<file path="src/rtl/core/pico_fifo.sv">
`default_nettype none

module pico_fifo #(
   parameter int WIDTH = 2,
   parameter int DEPTH = 2,
   localparam int PTR_W = (DEPTH > 1) ? $clog2(DEPTH) : 1,
   localparam int CNT_W = $clog2(DEPTH + 1)
) (
   input  wire logic             clock,
   input  wire logic             reset,
   input  wire logic             push,
   input  wire logic [WIDTH-1:0] wr_data,
   output logic                  full,
   input  wire logic             pop,
   output logic      [WIDTH-1:0] rd_data,
   output logic                  empty
);

   logic [WIDTH-1:0] data_ff [DEPTH];
   logic [PTR_W-1:0] wr_ptr_ff, wr_ptr_in;
   logic [PTR_W-1:0] rd_ptr_ff, rd_ptr_in;
   logic [CNT_W-1:0] count_ff, count_in;
   logic             do_push, do_pop;

   assign full    = (count_ff == CNT_W'(DEPTH));
   assign empty   = (count_ff == '0);
   assign rd_data = data_ff[rd_ptr_ff];
   assign do_push = push && !full;
   assign do_pop  = pop && !empty;

   always_comb begin
      wr_ptr_in = wr_ptr_ff;
      rd_ptr_in = rd_ptr_ff;
      count_in  = count_ff;
      if (do_push) begin
         wr_ptr_in = (wr_ptr_ff == PTR_W'(DEPTH - 1)) ? '0 : wr_ptr_ff + 1'b1;
      end
      if (do_pop) begin
         rd_ptr_in = (rd_ptr_ff == PTR_W'(DEPTH - 1)) ? '0 : rd_ptr_ff + 1'b1;
      end
      if (do_push && !do_pop) begin
         count_in = count_ff + 1'b1;
      end else if (do_pop && !do_push) begin
         count_in = count_ff - 1'b1;
      end
   end

   always_ff @(posedge clock) begin
      if (reset) begin
         wr_ptr_ff <= '0;
         rd_ptr_ff <= '0;
         count_ff  <= '0;
      end else begin
         wr_ptr_ff <= wr_ptr_in;
         rd_ptr_ff <= rd_ptr_in;
         count_ff  <= count_in;
      end
   end

   always_ff @(posedge clock) begin
      if (do_push) begin
         data_ff[wr_ptr_ff] <= wr_data;
      end
   end

endmodule

`default_nettype wire

</file>
<file path="config.mk">
export PLATFORM = sky130hd
export DESIGN_NAME = pico_fifo
export DESIGN_NICKNAME = d
export VERILOG_FILES = /design/src/rtl/core/pico_fifo.sv
export SDC_FILE = /design/constraint.sdc
export NUM_CORES = 1
export LEC_CHECK = 0
export ABC_AREA = 1
export BUFFER_PORTS_ARGS = -buffer_cell sky130_fd_sc_hd__buf_2
export CELL_PAD_IN_SITES_DETAIL_PLACEMENT = 0
export CELL_PAD_IN_SITES_GLOBAL_PLACEMENT = 1
export CORE_AREA = 2 2 39 41
export CTS_BUF_LIST = sky130_fd_sc_hd__clkbuf_2 sky130_fd_sc_hd__clkbuf_4 sky130_fd_sc_hd__clkbuf_8
export DETAILED_ROUTE_END_ITERATION = 10
export DIE_AREA = 0 0 41 43
export PLACE_DENSITY_LB_ADDON = 0.3
export SYNTH_ARGS = -nofsm -noshare
export SYNTH_HDL_FRONTEND = slang
export SYNTH_SLANG_ARGS = --single-unit
</file>
<file path="constraint.sdc">
create_clock -name clock -period 3.3 [get_ports clock]
set_clock_uncertainty 0.15 [all_clocks]
set_input_delay 0.165 -clock clock [delete_from_list [all_inputs] [get_ports clock]]
set_output_delay 0.165 -clock clock [all_outputs]
set_load 0.1 [all_outputs]
</file>
==> summary.md <==
| Metric | Value |
|---|---|
| Final WL | `660 um` |
| Io pins | `10` |
| CTS tree | `done` |
| Delay-heaviest family, CP | `flip-flops` |
| Wire per inst | `about 8.9 um` |
| Fillers | `142` |
| Fin crit share | `about half` |
| Starting Density | `roughly 29%` |
| Hold WS | `about 47 ps` |
| Post-Syn Instances | `43` |
| Max-Cap Viols | `0` |
| Fin area | `510 um^2` |
| Max Slew Vio Count | `0` |
| Finished Core Util | `between 30 and 40%` |
| Drt first pass iters | `5` |
| Layout cells sized above 1 | `around a third` |
| I/O Buffers | `9` |
| CTS resizes | `0` |
| TritonCTS Buffers | `3` |
| H-tree levels | `1` |
| Detailed placement HPWL | `between 500 and 600 um` |
| Die area | `0.00176 mm^2` |
| Floorplan core area | `about 0.0014 mm^2` |
| Die Span Y | `~43 um` |
| Yosys warns | `0` |
| Mapped Area | `395 um^2` |
| Initial DRC count | `1` |
| Syn Area/Cell | `9.19 um^2` |
| CP max-delay cell | `dfxtp_1` |
| Yosys reg bits | `9` |
| Nets | `66` |
| Clock Path Buffers | `2` |
| Post-route ant nets | `0` |
| Vias in the first global route | `between 200 and 300` |
| DP Area | `~460 um^2` |
| Fin. Hold Viols | `0` |
| CTS Sinks | `9` |
| Gpl congestion | `0.708` |
| Die W | `approximately 41 um` |
| Crit path DAT | `around 1600 ps` |
| Slew margin rel. | `67.9%` |
| Multi-input logic area | `~140 um^2` |
| Grt ovf | `0` |
| Cell Chain, Critical Path | `inv_1, o21ai_2, inv_2, ha_1, inv_1, nand3_1, nand2_1, inv_1, nor2_1` |
| Worst slew pin tran | `between 400 and 500 ps` |
| Vias | `~330` |
| Hold WC Path Type | `in -> reg` |
| Worst skew pair latency | `~250 ps` |
| Root Buffer | `clkbuf_4` |
| Initial antenna violation count | `0` |
| Critical Path Max Stage Delay | `390 ps` |
| Setup TNS Final | `0 ps` |
| Register area share after synthesis | `55.7%` |
| Minimum clock period after layout | `approximately 1600 ps` |
| Standard-cell row count | `14` |
| Reg area | `220 um^2` |
| Clock slew at reported path FFs | `roughly 60 ps` |
| Vias per cell | `about 4.4` |
| DRC | `0` |
| Post-synth top area cell | `edfxtp_1` |
| Area grow syn2layout | `29.1%` |
| Yosys cell types | `15` |
| Status | `finished, final reports clean` |
| Syn Nets | `50` |
| Synth top area cells | `edfxtp_1, dfxtp_1, nor2_1` |
| Crit path launch type | `register` |
| Commonest non-fill, non-tap cells in the layout | `nor2_1, buf_2, inv_1, dfxtp_1` |
| Worst path most repeated cell | `inv_1` |
| Setup violators final | `0` |
| Gr usage total | `a little under a tenth` |
| WP data required | `about 3400 ps` |
| Crit path kind | `reg -> reg` |
| Top cell type's share of synthesized area | `30.4%` |
| Peak Freq | `between 0.6 and 0.7 GHz` |
| Antenna diode count | `0` |
| RSZ-0062 raised after global routing | `false` |
| CP Capture Type | `register` |
| Largest net degree at the start of global routing | `9` |
| Global-route wire length before repair | `1.03 mm` |
| Worst-path fanout max | `4` |
| Buf/Inv on CP | `4` |
[logic make-up (layout without fill, tap and decap cells)]
| family | after synthesis | after routing | share of synthesized area (%) |
|---|---|---|---|
| adders and majority gates | 1 | 1 | 3.16 |
| AOI/OAI and AO/OA | 6 | 6 | 9.49 |
| buffers and inverters | 9 | 24 | 8.55 |
| and+or+nand+nor | 16 | 16 | 17.4 |
| muxes | 2 | 2 | 5.70 |
| DFF | 9 | 9 | 55.7 |
[synth_stat cells]
cell type	n
inv_2	2
inv_1	7
nand4_1	1
o21ai_0	1
nand2_1	4
o21ai_1	2
mux2_2	2
nand3_1	1
ha_1	1
nor2_1	9
edfxtp_1	4
o21ai_2	2
a21oi_1	1
and2_4	1
dfxtp_1	5
[final timing paths]
kind,slack (ps),startpoint,cells after the start,end
hold / removal,50,reset,4,count_ff[1]$_SDFFE_PP0P_
setup reg to reg,1710,count_ff[1]$_SDFFE_PP0P_,9,count_ff[1]$_SDFFE_PP0P_
hold reg to reg,360,wr_ptr_ff$_SDFFE_PP0P_,2,wr_ptr_ff$_SDFFE_PP0P_
setup / recovery,1710,count_ff[1]$_SDFFE_PP0P_,9,count_ff[1]$_SDFFE_PP0P_
[routing by layer]
layer | vias to the layer above | GRT usage, % | share of wire (%)
met5 | - | 0 | 0
met4 | 0 | 10.0 | 2.1
met3 | 2 | 4.71 | 5.2
met2 | 9 | 12.8 | 49
met1 | 146 | 9.51 | 43
li1 | 169 | - | -
[cell type report]
type | count | share of cell area, %
sequential | 9 | 43.1
clock buffer | 4 | 5.88
timing repair buffer | 11 | 12.7
tap | 16 | 3.92
inverter | 9 | 6.62
multi-input combinational | 25 | 27.7
[stage by stage]
| step | cells | setup slack, ps |
|---|---|---|
| final | 74 | 1710 |
| after global routing | 74 | 1580 |
| after CTS | 74 | 1700 |
| after detailed placement | 68 | 1720 |
| after global placement | 68 | 1690 |
| after floorplan | 43 | 1290 |
[tightest hold or removal path, stage by stage]
cell and delay (ps):
buf_2 70, inv_1 70, nand2_1 70, nor2_1 30
[repair_timing]
item,in CTS,in global routing
setup endpoints to repair,0,0
hold endpoints to repair,4,0
buffers inserted,0,0
hold buffers,2,0
Power is left out: the tool's default activity adds up to more than one toggle a clock period on the data nets, which glitch-free logic cannot reach.
