==> config.mk <==
export PLATFORM = sky130hd
export DESIGN_NAME = pico_front
export DESIGN_NICKNAME = d
export VERILOG_FILES = /design/src/rtl/core/pico_pkg.sv /design/src/rtl/core/pico_front.sv
export SDC_FILE = /design/constraint.sdc
export NUM_CORES = 1
export LEC_CHECK = 0
export BUFFER_PORTS_ARGS = -buffer_cell sky130_fd_sc_hd__buf_4
export CORE_ASPECT_RATIO = 1.25
export CORE_MARGIN = 2
export CORE_UTILIZATION = 38
export CTS_CLUSTER_SIZE = 10
export DETAILED_ROUTE_END_ITERATION = 10
export PLACE_DENSITY = 0.87
export SKIP_CTS_REPAIR_TIMING = 1
export SYNTH_ARGS = -nofsm -noshare
export SYNTH_HDL_FRONTEND = slang
export SYNTH_SLANG_ARGS = --single-unit
==> constraint.sdc <==
create_clock -name clock -period 6.9 [get_ports clock]
set_input_delay 1.035 -clock clock [delete_from_list [all_inputs] [get_ports clock]]
set_output_delay 1.035 -clock clock [all_outputs]
set_load 0.1 [all_outputs]
==> src/rtl/core/pico_pkg.sv <==
`default_nettype none

package pico_pkg;

   // Sizing
   localparam int PICO_MAX_OBJECTS = 64;
   localparam int PICO_CMD_DEPTH   = 2;
   localparam int PICO_RSP_DEPTH   = 2;

   // Register port
   localparam int CSR_DATA_W = 32;
   localparam int CSR_ADDR_W = 2;
   localparam int MARGIN_W   = 16;
   localparam logic [CSR_ADDR_W-1:0] CSR_ADDR_MARGIN = 2'd0;

   // Request opcodes
   localparam logic [1:0] OP_BEGIN  = 2'd0;
   localparam logic [1:0] OP_APPEND = 2'd1;
   localparam logic [1:0] OP_QUERY  = 2'd2;

   // Work handed from the front end to the back end
   typedef enum logic [1:0] {
      KIND_RESULT,
      KIND_STORE,
      KIND_SCAN
   } pico_kind_type;

   typedef struct packed {
      logic [1:0]         opcode;
      logic signed [23:0] pos_x;
      logic signed [23:0] pos_y;
      logic [19:0]        size_x;
      logic [19:0]        size_y;
      logic               is_cylinder;
      logic               point_usable;
   } pico_req_type;

   typedef struct packed {
      logic occupied;
      logic table_full;
   } pico_rsp_type;

   typedef struct packed {
      pico_kind_type kind;
      logic [23:0]   pos_x;
      logic [23:0]   pos_y;
      logic [19:0]   ext;
      logic          cyl;
      pico_rsp_type  result;
   } pico_cmd_type;

   typedef struct packed {
      logic [23:0] cx;
      logic [23:0] cy;
      logic [19:0] ext;
      logic        cyl;
   } pico_obj_type;

endpackage

`default_nettype wire

==> src/rtl/core/pico_front.sv <==
`default_nettype none

module pico_front
   import pico_pkg::*;
#(
   parameter int MAX_OBJECTS = PICO_MAX_OBJECTS,
   localparam int CNT_W = $clog2(MAX_OBJECTS + 1)
) (
   input  wire logic         clock,
   input  wire logic         reset,
   input  wire logic         push,
   input  wire pico_req_type req_item,
   output logic              full,
   output logic              cmd_push,
   output pico_cmd_type      cmd,
   output logic [CNT_W-1:0]  cmd_count,
   input  wire logic         cmd_full
);

   logic             ready_ff, ready_in;
   logic [CNT_W-1:0] count_ff, count_in;
   logic             accept;

   assign full     = cmd_full;
   assign accept   = push && !cmd_full;
   assign cmd_push = accept;

   always_comb begin
      cmd.kind   = KIND_RESULT;
      cmd.pos_x  = req_item.pos_x;
      cmd.pos_y  = req_item.pos_y;
      cmd.ext    = (req_item.size_x > req_item.size_y) ? req_item.size_x : req_item.size_y;
      cmd.cyl    = req_item.is_cylinder;
      cmd.result = '0;
      cmd_count  = count_ff;
      count_in   = count_ff;
      ready_in   = ready_ff;
      case (req_item.opcode)
         OP_BEGIN: begin
            if (accept) begin
               count_in = '0;
               ready_in = 1'b1;
            end
         end
         OP_APPEND: begin
            // store at the next free slot, or drop and flag
            if (count_ff < CNT_W'(MAX_OBJECTS)) begin
               cmd.kind = KIND_STORE;
               if (accept) begin
                  count_in = count_ff + 1'b1;
               end
            end else begin
               cmd.result.table_full = 1'b1;
            end
         end
         OP_QUERY: begin
            // answer occupied at once when no list or no usable point
            if (!ready_ff || !req_item.point_usable) begin
               cmd.result.occupied = 1'b1;
            end else begin
               cmd.kind = KIND_SCAN;
            end
         end
         default: begin
         end
      endcase
   end

   always_ff @(posedge clock) begin
      if (reset) begin
         ready_ff <= 1'b0;
         count_ff <= '0;
      end else begin
         ready_ff <= ready_in;
         count_ff <= count_in;
      end
   end

endmodule

`default_nettype wire

==> results of run 1 <==
==> Yosys cell counts (all sizes together) <==
| master | instances |
|---|---|
| buf | 52 |
| a32oi | 1 |
| a21oi | 8 |
| xnor2 | 2 |
| dfxtp | 8 |
| ha | 24 |
| nor2 | 12 |
| or4b | 1 |
| a31oi | 1 |
| clkbuf | 1 |
| and2 | 1 |
| inv | 22 |
| mux2 | 20 |
| a211oi | 2 |
| or4 | 1 |
| nand4 | 4 |
| o211ai | 2 |
| a21o | 2 |
| xor2 | 2 |
| nand2 | 5 |
| or3 | 1 |
| o21ai | 3 |
| a21boi | 1 |
| nor2b | 5 |
| a2111oi | 1 |
| and4 | 1 |
| nand3 | 4 |
| o21bai | 2 |
==> tightest hold or removal path, delay by kind of cell (launching register included) <==
family	cells	cell delay, ns
AO/OA/AOI/OAI	1	0.06
AND/OR/NAND/NOR	1	0.07
flip-flops	1	0.35
==> how the worst max path moves through the flow <==
stage | from | end | cells past startpoint
2_1_floorplan | req_item[90] | cmd[1] | 3
3_3_place_gp | req_item[19] | cmd[15] | 10
3_5_place_dp | req_item[19] | cmd[15] | 10
4_1_cts | req_item[19] | cmd[15] | 10
5_1_grt | req_item[19] | cmd[15] | 10
6_report | req_item[19] | cmd[13] | 10
==> stage by stage <==
stage / instances / cell area (um2)
6_report: 274 / 1930
4_1_cts: 274 / 1930
3_5_place_dp: 271 / 1890
3_3_place_gp: 271 / 1890
2_1_floorplan: 189 / 1640
5_1_grt: 274 / 1930
==> cells by family (layout without fill, tap and decap cells) <==
logic type,Yosys count,in the layout,share of synthesized area
adder cells (fa/ha/maj),24,24,0.183
AO/OA/AOI/OAI,23,23,0.0960
buffers and inverters,75,104,0.305
XOR/XNOR,4,4,0.0213
AND/OR/NAND/NOR,35,35,0.114
flip-flops,8,8,0.0975
multiplexers,20,20,0.183
==> layout make-up <==
class,count,area (um2)
Tap cell,56,70.1
Sequential cell,8,160
Inverter,22,82.6
Timing Repair Buffer,79,593
Multi-Input combinational cell,106,981
Clock buffer,3,41.3
Fill cell,384,2200
==> power by group through the flow <==
stage	combinational, W	sequential, W	clock, W
after global placement	0.000221	0.0000481	0
after global routing	0.000233	0.0000473	0.0000591
final	0.000223	0.0000473	0.0000550
after floorplan	0.000310	0.0000495	0
after CTS	0.000224	0.0000473	0.0000558
after detailed placement	0.000224	0.0000481	0
==> flip-flops by register name (all words and copies together) (netlist names) <==
signal and cells:
cmd_count 7, ready_ff 1
==> routing by layer <==
layer  up-vias  wire length (um)  global-route usage
met5         -                 0                   0
met4         0                32              0.0356
met1       599              1190               0.112
met3        10               334              0.0406
met2        71              1720               0.261
li1        645                 -                   -
==> key figures, run 1 <==
Run status
  – Outcome: finished clean

Detailed routing
  – Via count: around 1300
  – Routed Antenna Nets: 0
  – Via-to-Cell Ratio: slightly below 5
  – WL/cell: around 12 um
  – Initial drt markers: 16
  – Routed WL: approximately 3300 um
  – Residual DRC: 0
  – Drt first pass iters: 4

Setup path
  – Arr. time, crit path: around 3.7 ns
  – Reg-to-Reg Start: cmd_count[6]
  – Endpoint type of the worst setup path: output port
  – Critical path's top delay family: simple AND/OR/NAND/NOR gates
  – Max FO, Critical Path: 20
  – Crit path kind: in2out
  – WP data required: a little under 6 ns
  – Crit path buf inv count: 3
  – Reg2reg end: cmd_count[5]
  – Worst r2r path cells: 6
  – Crit-path max cell delay: 0.74 ns
  – Critical Path Start Type: primary input
  – Critical path's slowest cell: o21ai_4
  – CP most frequent cell: buf_4
  – Reg2reg setup slack: around 5.3 ns
  – Worst path cell trace: buf_4 -> inv_1 -> ha_1 -> nand4_1 -> or3_4 -> a211oi_1 -> or4b_1 -> o21ai_4 -> mux2_4 -> buf_4

Clock network
  – Clock-pin slew on the worst setup and hold paths: roughly 0.040 ns
  – Root Driver: clkbuf_8
  – Clock Latency Late Sink: about 0.22 ns
  – Htree depth: 1
  – CTS Sinks: 8
  – CTS tree: done
  – CTS Buffer Depth: 2
  – CTS Buf Count: 3

STA
  – RSZ-0062 raised after global routing: no
  – Final Max Slew Viols: 0
  – Tmin final: ~4.7 ns
  – Setup TNS: 0 ns
  – Hold violation count in the final report: 0
  – Final worst setup slack: 2.18 ns
  – Relative slew slack: 0.405
  – FMAX: about 210 MHz
  – Crit share post-route: 0.685
  – Clk_skew: around 0.0026 ns
  – Worst hold margin: roughly 0.52 ns
  – Final setup fails: 0
  – Worst-Margin Slew: 0.890 ns

Floorplan
  – Initial core utilization: 0.398
  – Cell Rows: 26
  – Ports: between 150 and 200
  – Die ar.: 4870 um2
  – Core Footprint: approximately 4100 um2
  – Die W: approximately 63 um
  – DIE HEIGHT: approximately 78 um

Place
  – Final RePlAce weighted congestion: about 0.76
  – HPWL Detailed: between 2000 and 3000 um
  – Post-Place Worst Slack: 2.14 ns
  – PortBufs: just under 80

GRT
  – Number of global-route vias before repair: between 1000 and 1500
  – Gr usage total: 0.126
  – Initial antenna violation count: 0
  – GRT Residual Overflow: 0
  – First-pass GRT wire length: about 5300 um
  – Largest net degree at the start of global routing: 21

Power
  – Final Power: 0.000325 W
  – Sw Pwr: roughly 0.00017 W
  – Comb pwr share: 0.685
  – Leakage power: 1.06 nW
  – Clock power share: 0.169
  – Register share of total power: 0.146
  – VDD IR-drop max: 0.114 mV
  – Internal Pwr Total: between 0.00015 and 0.0002 W
  – PwrDens: 168 nW/um2
  – Sw frac: 0.520

Yosys
  – Synthesized instance count: around 190
  – Sequential fraction of the synthesis area: 0.0975
  – Ys Warns: 0
  – Largest cells by area after synthesis: buf_4 (23%), ha_1 (18%), mux2_4 (18%)
  – Post-synth top area share: 0.228
  – Synth Cell Area: about 1600 um2
  – Yosys reg bits: 8
  – Post-Syn Nets: between 300 and 400
  – Syn Area/Cell: around 8.7 um2
  – Yosys cell types: 30
  – Leading area contributor after synthesis: buf_4

Min path
  – Hold WC Path Type: reg2reg
  – Worst hold path depth: 2
  – Hold worst-path end: ready_ff
  – Hold Path Origin: ready_ff

Cells and area
  – Post-route core utilization: 0.467
  – Most frequent cells in the layout: buf_4 (79), ha_1 (24), inv_1 (22)
  – N_diodes: 0
  – Share of layout cells above drive strength 1: 0.482
  – NumNets Final: 340
  – Commonest non-fill, non-tap cell in the layout: buf_4
  – Area growth, synth to finish: 17.4%

Job
  – Maxcap violations: 0
No activity file was read; power rests on OpenSTA's default activity.
==> inputs of run 2 (changes only) <==
--- a/config.mk
+++ b/config.mk
@@ -5,13 +5,14 @@
 export SDC_FILE = /design/constraint.sdc
 export NUM_CORES = 1
 export LEC_CHECK = 0
+export ABC_AREA = 1
 export BUFFER_PORTS_ARGS = -buffer_cell sky130_fd_sc_hd__buf_4
 export CORE_ASPECT_RATIO = 1.25
 export CORE_MARGIN = 2
-export CORE_UTILIZATION = 38
+export CORE_UTILIZATION = 36
 export CTS_CLUSTER_SIZE = 10
 export DETAILED_ROUTE_END_ITERATION = 10
-export PLACE_DENSITY = 0.87
+export PLACE_DENSITY = 0.83
 export SKIP_CTS_REPAIR_TIMING = 1
 export SYNTH_ARGS = -nofsm -noshare
 export SYNTH_HDL_FRONTEND = slang
==> constraint.sdc (replaced) <==
create_clock -name clock -period 5 [get_ports clock]
set_input_delay 0.75 -clock clock [delete_from_list [all_inputs] [get_ports clock]]
set_output_delay 0.75 -clock clock [all_outputs]
set_load 0.1 [all_outputs]
==> run 2 against run 1 <==
Against the previous run: via count is 26% higher; non-clock buffer count is 1 higher; critical path depth is 3 higher; sequential power is 39% higher; critical endpoint is now cmd[12]; clock skew hardly changed; setup slack worse by 0.79 ns; clock power is 38% higher; power is 46% higher; synthesized area is 1.8% higher; synthesized cell count is 44% higher; final area is 1.9% higher.
==> key figures, run 2 <==
Detailed routing
  – WL/cell: 10.6 um (was 11.9 um)
  – Drt first pass iters: 4 (unchanged)
  – Initial drt markers: 51 (was 16)
  – Residual DRC: 0 (unchanged)
  – Via-to-Cell Ratio: 4.67 (was 4.84)
  – Routed Antenna Nets: 0 (unchanged)
  – Via count: 1672 (was 1325)
  – Routed WL: 3810 um (was 3270 um)

STA
  – Crit share post-route: 0.723
  – Worst-Margin Slew: 0.467 ns (was 0.890 ns)
  – FMAX: ~280 MHz
  – Setup TNS: 0 ns (unchanged)
  – Hold violation count in the final report: 0 (unchanged)
  – RSZ-0062 raised after global routing: no (unchanged)
  – Final setup fails: 0 (unchanged)
  – Final Max Slew Viols: 0 (unchanged)
  – Tmin final: 3.62 ns
  – Relative slew slack: 0.685 (was 0.405)
  – Clk_skew: 0.00286 ns (was 0.00262 ns)

Job
  – Maxcap violations: 0 (unchanged)

Setup path
  – Critical path's top delay family: simple AND/OR/NAND/NOR gates (unchanged)
  – Critical path's slowest cell: nand2_2 (was o21ai_4)
  – Endpoint type of the worst setup path: output port (unchanged)
  – Reg2reg end: cmd_count[4] (was cmd_count[5])
  – Worst r2r path cells: 6 (unchanged)
  – Crit path buf inv count: 4 (was 3)
  – Critical Path Start Type: primary input (unchanged)
  – CP most frequent cell: nand2_1 (was buf_4)
  – Arr. time, crit path: 2.87 ns (was 3.69 ns)
  – Max FO, Critical Path: 21 (was 20)
  – Crit-path max cell delay: 0.45 ns (was 0.74 ns)
  – Crit path kind: in2out (unchanged)
  – WP data required: 4.25 ns (was 5.86 ns)
  – Reg2reg setup slack: 3.76 ns (was 5.33 ns)
  – Worst path cell trace: buf_4 -> inv_1 -> ha_1 -> nand2_1 -> inv_1 -> nand2_1 -> nand2_1 -> a21oi_1 -> nand3_2 -> nand2_2 -> nand2_1 -> nand2_1 -> buf_4 (was buf_4 -> inv_1 -> ha_1 -> nand4_1 -> or3_4 -> a211oi_1 -> or4b_1 -> o21ai_4 -> mux2_4 -> buf_4)
  – Reg-to-Reg Start: cmd_count[6] (unchanged)

Min path
  – Worst hold path depth: 2 (unchanged)
  – Hold worst-path end: ready_ff (unchanged)
  – Hold Path Origin: ready_ff (unchanged)
  – Hold WC Path Type: reg2reg (unchanged)

Place
  – Final RePlAce weighted congestion: 0.749 (was 0.757)
  – HPWL Detailed: 3220 um (was 2860 um)
  – PortBufs: 79 (unchanged)
  – Placed Area: 1920 um2 (was 1890 um2)

Yosys
  – Fraction of registers with async set/reset: 0 (unchanged)
  – Post-synth EDFFs: 0 (unchanged)
  – Post-Syn Nets: 393 (was 309)
  – Yosys reg bits: 8 (unchanged)
  – Post-synthesis xor/xnor area fraction: 0 (was 0.0213)
  – Largest cells by area after synthesis: buf_4 (23%), ha_1 (18%), nand2_1 (18%) (was buf_4 (23%), ha_1 (18%), mux2_4 (18%))
  – Combinational family with the most area after synthesis: buffers and inverters (unchanged)
  – Synth Cell Area: 1670 um2 (was 1640 um2)
  – Post-Synth Adder-Cell Area: 0.180 (was 0.183)
  – Syn Area/Cell: 6.13 um2 (was 8.69 um2)
  – Yosys cell types: 22 (was 30)
  – Commonest cells in the netlist: nand2_1 (79), buf_4 (52), inv_1 (42) (was buf_4 (50), ha_1 (24), inv_1 (22))
  – Leading area contributor after synthesis: buf_4 (unchanged)
  – Simple-gate share of the synthesized area: 0.309 (was 0.114)
  – Most frequent cell after synthesis: nand2_1 (was buf_4)
  – Mux contribution to synthesized area: 0 (was 0.183)
  – Ys Warns: 0 (unchanged)
  – Synth Area in Compound Gates: 0.0688 (was 0.0960)
  – Synthesized instance count: 273 (was 189)
  – Post-synth top area share: 0.233 (was 0.228)
  – Sequential fraction of the synthesis area: 0.0957 (was 0.0975)
  – Post-synth top flop: dfxtp_1 (unchanged)

Clock network
  – Clock Latency Late Sink: 0.23 ns (was 0.22 ns)
  – CTS tree: done (unchanged)
  – Htree depth: 1 (unchanged)
  – Root Driver: clkbuf_8 (unchanged)
  – CTS Sinks: 8 (unchanged)
  – Clock-pin slew on the worst setup and hold paths: 0.04 ns (about the same)
  – CTS Buf Count: 3 (unchanged)
  – CTS Buffer Depth: 2 (unchanged)

GRT
  – GRT Residual Overflow: 0 (unchanged)
  – Initial antenna violation count: 0 (unchanged)
  – Number of global-route vias before repair: 1538 (was 1324)
  – First-pass GRT wire length: 6200 um (was 5250 um)
  – Largest net degree at the start of global routing: 22 (was 21)
  – Gr usage total: 0.143 (was 0.126)

Cells and area
  – NumNets Final: 422 (was 340)
  – Most frequent cells in the layout: buf_4 (80), nand2_1 (79), inv_1 (42) (was buf_4 (79), ha_1 (24), inv_1 (22))
  – Share of layout cells above drive strength 1: 0.290 (was 0.482)
  – Area growth, synth to finish: 17.4% (about the same)
  – Final instance area: 1960 um2 (was 1930 um2)
  – Commonest non-fill, non-tap cell in the layout: buf_4 (unchanged)
  – N_diodes: 0 (unchanged)
  – Layout fillers: 450 (was 384)
  – Post-route core utilization: 0.444 (was 0.467)
  – Max FFs per register: 7 (unchanged)

Floorplan
  – Die W: 65.0 um (was 62.8 um)
  – Initial core utilization: 0.378 (was 0.398)
  – DIE HEIGHT: 80.2 um (was 77.5 um)
  – Die ar.: 5210 um2 (was 4870 um2)
  – Ports: 178 (unchanged)
  – Cell Rows: 27 (was 26)
  – Core Footprint: 4430 um2 (was 4130 um2)

Power
  – Leakage power: 1.23 nW (was 1.06 nW)
  – VDD IR-drop max: 0.112 mV (was 0.114 mV)
  – PwrDens: 242 nW/um2 (was 168 nW/um2)
  – Final Power: 0.000475 W (was 0.000325 W)

Run status
  – Outcome: finished clean (unchanged)
-- run 2: area by class of cell --
type                       count  area, um2  share of cell area
multi-input combinational    167        932               0.475
timing repair buffer          80        601               0.306
sequential                     8        160              0.0815
inverter                      42        158              0.0803
tap                           58       72.6              0.0369
clock buffer                   3       41.3              0.0210
-- run 2: how the worst max path moves through the flow --
stage / from / end / slack (ns) / depth (start not counted)
2_1_floorplan: req_item[21] / cmd[10] / 1.78 / 11
4_1_cts: req_item[17] / cmd[12] / 1.39 / 13
3_3_place_gp: req_item[17] / cmd[19] / 1.45 / 13
5_1_grt: req_item[21] / cmd[13] / 1.16 / 13
3_5_place_dp: req_item[17] / cmd[12] / 1.38 / 13
6_report: req_item[17] / cmd[12] / 1.38 / 13
-- run 2: logic make-up after synthesis --
logic type / count (synthesis)
simple gates: 122
buf+inv: 98
fa+ha+maj: 24
compound gates: 21
flops: 8
-- run 2: per-stage QoR --
step	instances	setup slack [ns]	hold slack (ns)
final	358	1.38	0.458
after global routing	358	1.16	0.500
after CTS	358	1.39	0.461
after detailed placement	355	1.38	0.456
after global placement	355	1.45	0.437
after floorplan	273	1.78	0.424
-- run 2: layer usage --
metal,GRT usage,part of all wire,up-vias
li1,-,-,856
met1,0.165,0.42,723
met2,0.258,0.46,78
met3,0.0350,0.10,15
met4,0.0404,0.018,0
met5,0,0,-
-- run 2: worst reg2reg max path: stages (launching register included) --
cell     delay (ns)
dfxtp_1        0.39
nand2_1        0.09
nand2_1        0.12
inv_1          0.12
and3_1         0.21
a21oi_1        0.15
nor2_1         0.06
-- run 2: power breakdown --
group	leakage, nW	switching (W)	internal (W)
clock network	0.0216	0.0000238	0.0000520
logic	1.14	0.000251	0.0000829
registers	0.0646	0.000000781	0.0000648
==> inputs of run 3 (changes only) <==
==> constraint.sdc (replaced) <==
create_clock -name clock -period 3.6 [get_ports clock]
set_input_delay 0.54 -clock clock [delete_from_list [all_inputs] [get_ports clock]]
set_output_delay 0.54 -clock clock [all_outputs]
set_load 0.1 [all_outputs]
==> run 3 against run 2 <==
Against the previous run: sequential share of layout area stayed put; register-to-register slack got worse by 1.4 ns; global-route usage decreased by 0.27 points; clock skew shrank 0.0015 ns; setup slack lost 0.96 ns; first-iteration DRC count is 20% lower; sequential cell count is the same; via count down 1.3%; final area did not move; die area unchanged; worst hold slack lost 0.0093 ns.
==> key figures, run 3 (synthesized netlist as in run 2, its figures left out) <==
GRT
  – GR Util met3: 0.0350 (unchanged)
  – Gr usage total: 0.140 (was 0.143)
  – GRT Residual Overflow: 0 (unchanged)
  – Largest net degree at the start of global routing: 22 (unchanged)
  – Global-route met2 utilization: 0.247 (was 0.258)
  – GRT met1 Usage: 0.168 (was 0.165)
  – Number of global-route vias before repair: 1454 (was 1538)
  – Gr busiest metal: met2 (unchanged)
  – Initial antenna violation count: 0 (unchanged)
  – First-pass GRT wire length: 6060 um (was 6200 um)

Floorplan
  – Core Footprint: 4430 um2 (unchanged)
  – Die W: 65.0 um (unchanged)
  – DIE HEIGHT: 80.2 um (unchanged)
  – Die ar.: 5210 um2 (unchanged)
  – Cell Rows: 27 (unchanged)
  – Ports: 178 (unchanged)
  – Initial core utilization: 0.378 (unchanged)

Clock network
  – Root Driver: clkbuf_8 (unchanged)
  – CTS tree: done (unchanged)
  – Clock Latency Late Sink: 0.22 ns (was 0.23 ns)
  – Clock-pin slew on the worst setup and hold paths: 0.04 ns (about the same)
  – CTS Sinks: 8 (unchanged)
  – Htree depth: 1 (unchanged)
  – CTS Buffer Depth: 2 (unchanged)
  – CTS Buf Count: 3 (unchanged)

Cells and area
  – Post-route core utilization: 0.444 (unchanged)
  – Area growth, synth to finish: 17.4% (unchanged)
  – NumNets Final: 422 (unchanged)
  – N_diodes: 0 (unchanged)
  – Layout fillers: 462 (was 450)
  – Multi-input logic area: 932 um2 (unchanged)
  – Most frequent cells in the layout: buf_4 (80), nand2_1 (79), inv_1 (42) (unchanged)
  – Register area: 160 um2 (unchanged)
  – Commonest non-fill, non-tap cell in the layout: buf_4 (unchanged)
  – Final instance area: 1960 um2 (unchanged)
  – Share of layout cells above drive strength 1: 0.290 (unchanged)
  – Max FFs per register: 7 (unchanged)
  – Post-Layout Cell Count: 358 (unchanged)

Place
  – HPWL Detailed: 3230 um (was 3220 um)
  – Final RePlAce weighted congestion: 0.784 (was 0.749)
  – Placed Area: 1920 um2 (unchanged)
  – PortBufs: 79 (unchanged)
  – Dpl cells: 355 (unchanged)

STA
  – FMAX: 315 MHz
  – Final setup fails: 0 (unchanged)
  – Tmin final: ~3.2 ns
  – Relative slew slack: 0.688 (was 0.685)
  – Clk_skew: 0.00133 ns (was 0.00286 ns)
  – Setup TNS: 0 ns (unchanged)
  – Crit share post-route: 0.883
  – Worst-Margin Slew: 0.464 ns (was 0.467 ns)
  – Final Max Slew Viols: 0 (unchanged)
  – Hold violation count in the final report: 0 (unchanged)
  – RSZ-0062 raised after global routing: no (unchanged)

Setup path
  – CP Depth: 13 (unchanged)
  – Critical Path Start Type: primary input (unchanged)
  – Reg-to-Reg Start: cmd_count[6] (unchanged)
  – CP Launch Point: req_item[17] (unchanged)
  – Worst path cell trace: buf_4 -> inv_1 -> ha_1 -> nand2_1 -> inv_1 -> nand2_1 -> nand2_1 -> a21oi_1 -> nand3_2 -> nand2_2 -> nand2_1 -> nand2_1 -> buf_4 (unchanged)
  – Reg2reg setup slack: 2.40 ns (was 3.76 ns)
  – Critical path's top delay family: simple AND/OR/NAND/NOR gates (unchanged)
  – CP most frequent cell: nand2_1 (unchanged)
  – Max FO, Critical Path: 21 (unchanged)
  – WP data required: 3.06 ns (was 4.25 ns)
  – Critical path's slowest cell: nand2_2 (unchanged)
  – Endpoint type of the worst setup path: output port (unchanged)
  – Reg2reg end: cmd_count[4] (unchanged)
  – Crit-path max cell delay: 0.45 ns (about the same)
  – Arr. time, crit path: 2.64 ns (was 2.87 ns)
  – Crit path buf inv count: 4 (unchanged)
  – Worst r2r path cells: 6 (unchanged)
  – Crit path kind: in2out (unchanged)

Min path
  – Worst hold path depth: 2 (unchanged)
  – Hold WC Path Type: reg2reg (unchanged)
  – Hold worst-path end: ready_ff (unchanged)
  – Hold Path Origin: ready_ff (unchanged)

Power
  – Clock power share: 0.157 (was 0.160)
  – VDD IR-drop max: 0.216 mV (was 0.112 mV)
  – PwrDens: 335 nW/um2 (was 242 nW/um2)
  – Internal Pwr Total: 0.000277 W (was 0.000200 W)
  – Sw Pwr: 0.000381 W (was 0.000275 W)
  – Leakage power: 1.23 nW (unchanged)
  – Register share of total power: 0.138 (about the same)
  – Sw frac: 0.579 (was 0.580)
  – Final Power: 0.000658 W (was 0.000475 W)
  – Comb pwr share: 0.704 (was 0.702)

Detailed routing
  – Routed Antenna Nets: 0 (unchanged)
  – Routed WL: 3800 um (was 3810 um)
  – Via-to-Cell Ratio: 4.61 (was 4.67)
  – Drt first pass iters: 4 (unchanged)
  – WL/cell: 10.6 um (about the same)
  – Residual DRC: 0 (unchanged)
  – Via count: 1651 (was 1672)
  – Initial drt markers: 41 (was 51)

Job
  – Maxcap violations: 0 (unchanged)

Run status
  – Outcome: finished clean (unchanged)
[run 3: cell counts in the layout (fill, tap and decap cells not counted)]
No cell type changed its count.
[run 3: how the worst max path moves through the flow]
stage	to	slack, ns
global route	cmd[6]	0.18
finish	cmd[17]	0.42
detailed placement	cmd[17]	0.41
floorplan	cmd[10]	0.80
global placement	cmd[19]	0.45
CTS	cmd[17]	0.41
[run 3: area by class of cell]
type	count	area share
Sequential cell	8	0.0815
Timing Repair Buffer	80	0.306
Tap cell	58	0.0369
Inverter	42	0.0803
Clock buffer	3	0.0210
Multi-Input combinational cell	167	0.475
[run 3: through the flow]
step | setup WS (ns) | hold slack, ns
final | 0.422 | 0.449
after global routing | 0.175 | 0.493
after CTS | 0.412 | 0.451
after detailed placement | 0.412 | 0.446
after global placement | 0.452 | 0.438
after floorplan | 0.800 | 0.424
[run 3: worst register-to-register path, stage by stage (launching register included)]
cell and delay (ns):
dfxtp_1 0.38, nand2_1 0.09, nand2_1 0.12, inv_1 0.11, and3_1 0.20, a21o_1 0.17, nor2_1 0.07
[run 3: metal layers]
metal / vias to the layer above / wire length, um
met4: 0 / 44
met2: 75 / 1780
met5: - / 0
li1: 858 / -
met3: 12 / 367
met1: 706 / 1600
[run 3: power groups by stage]
stage	registers [W]	logic (W)	clock network, W
floorplan	0.0000954	0.000609	0
global placement	0.0000923	0.000460	0
detailed placement	0.0000924	0.000466	0
CTS	0.0000909	0.000467	0.000108
global route	0.0000910	0.000493	0.000112
finish	0.0000910	0.000463	0.000104
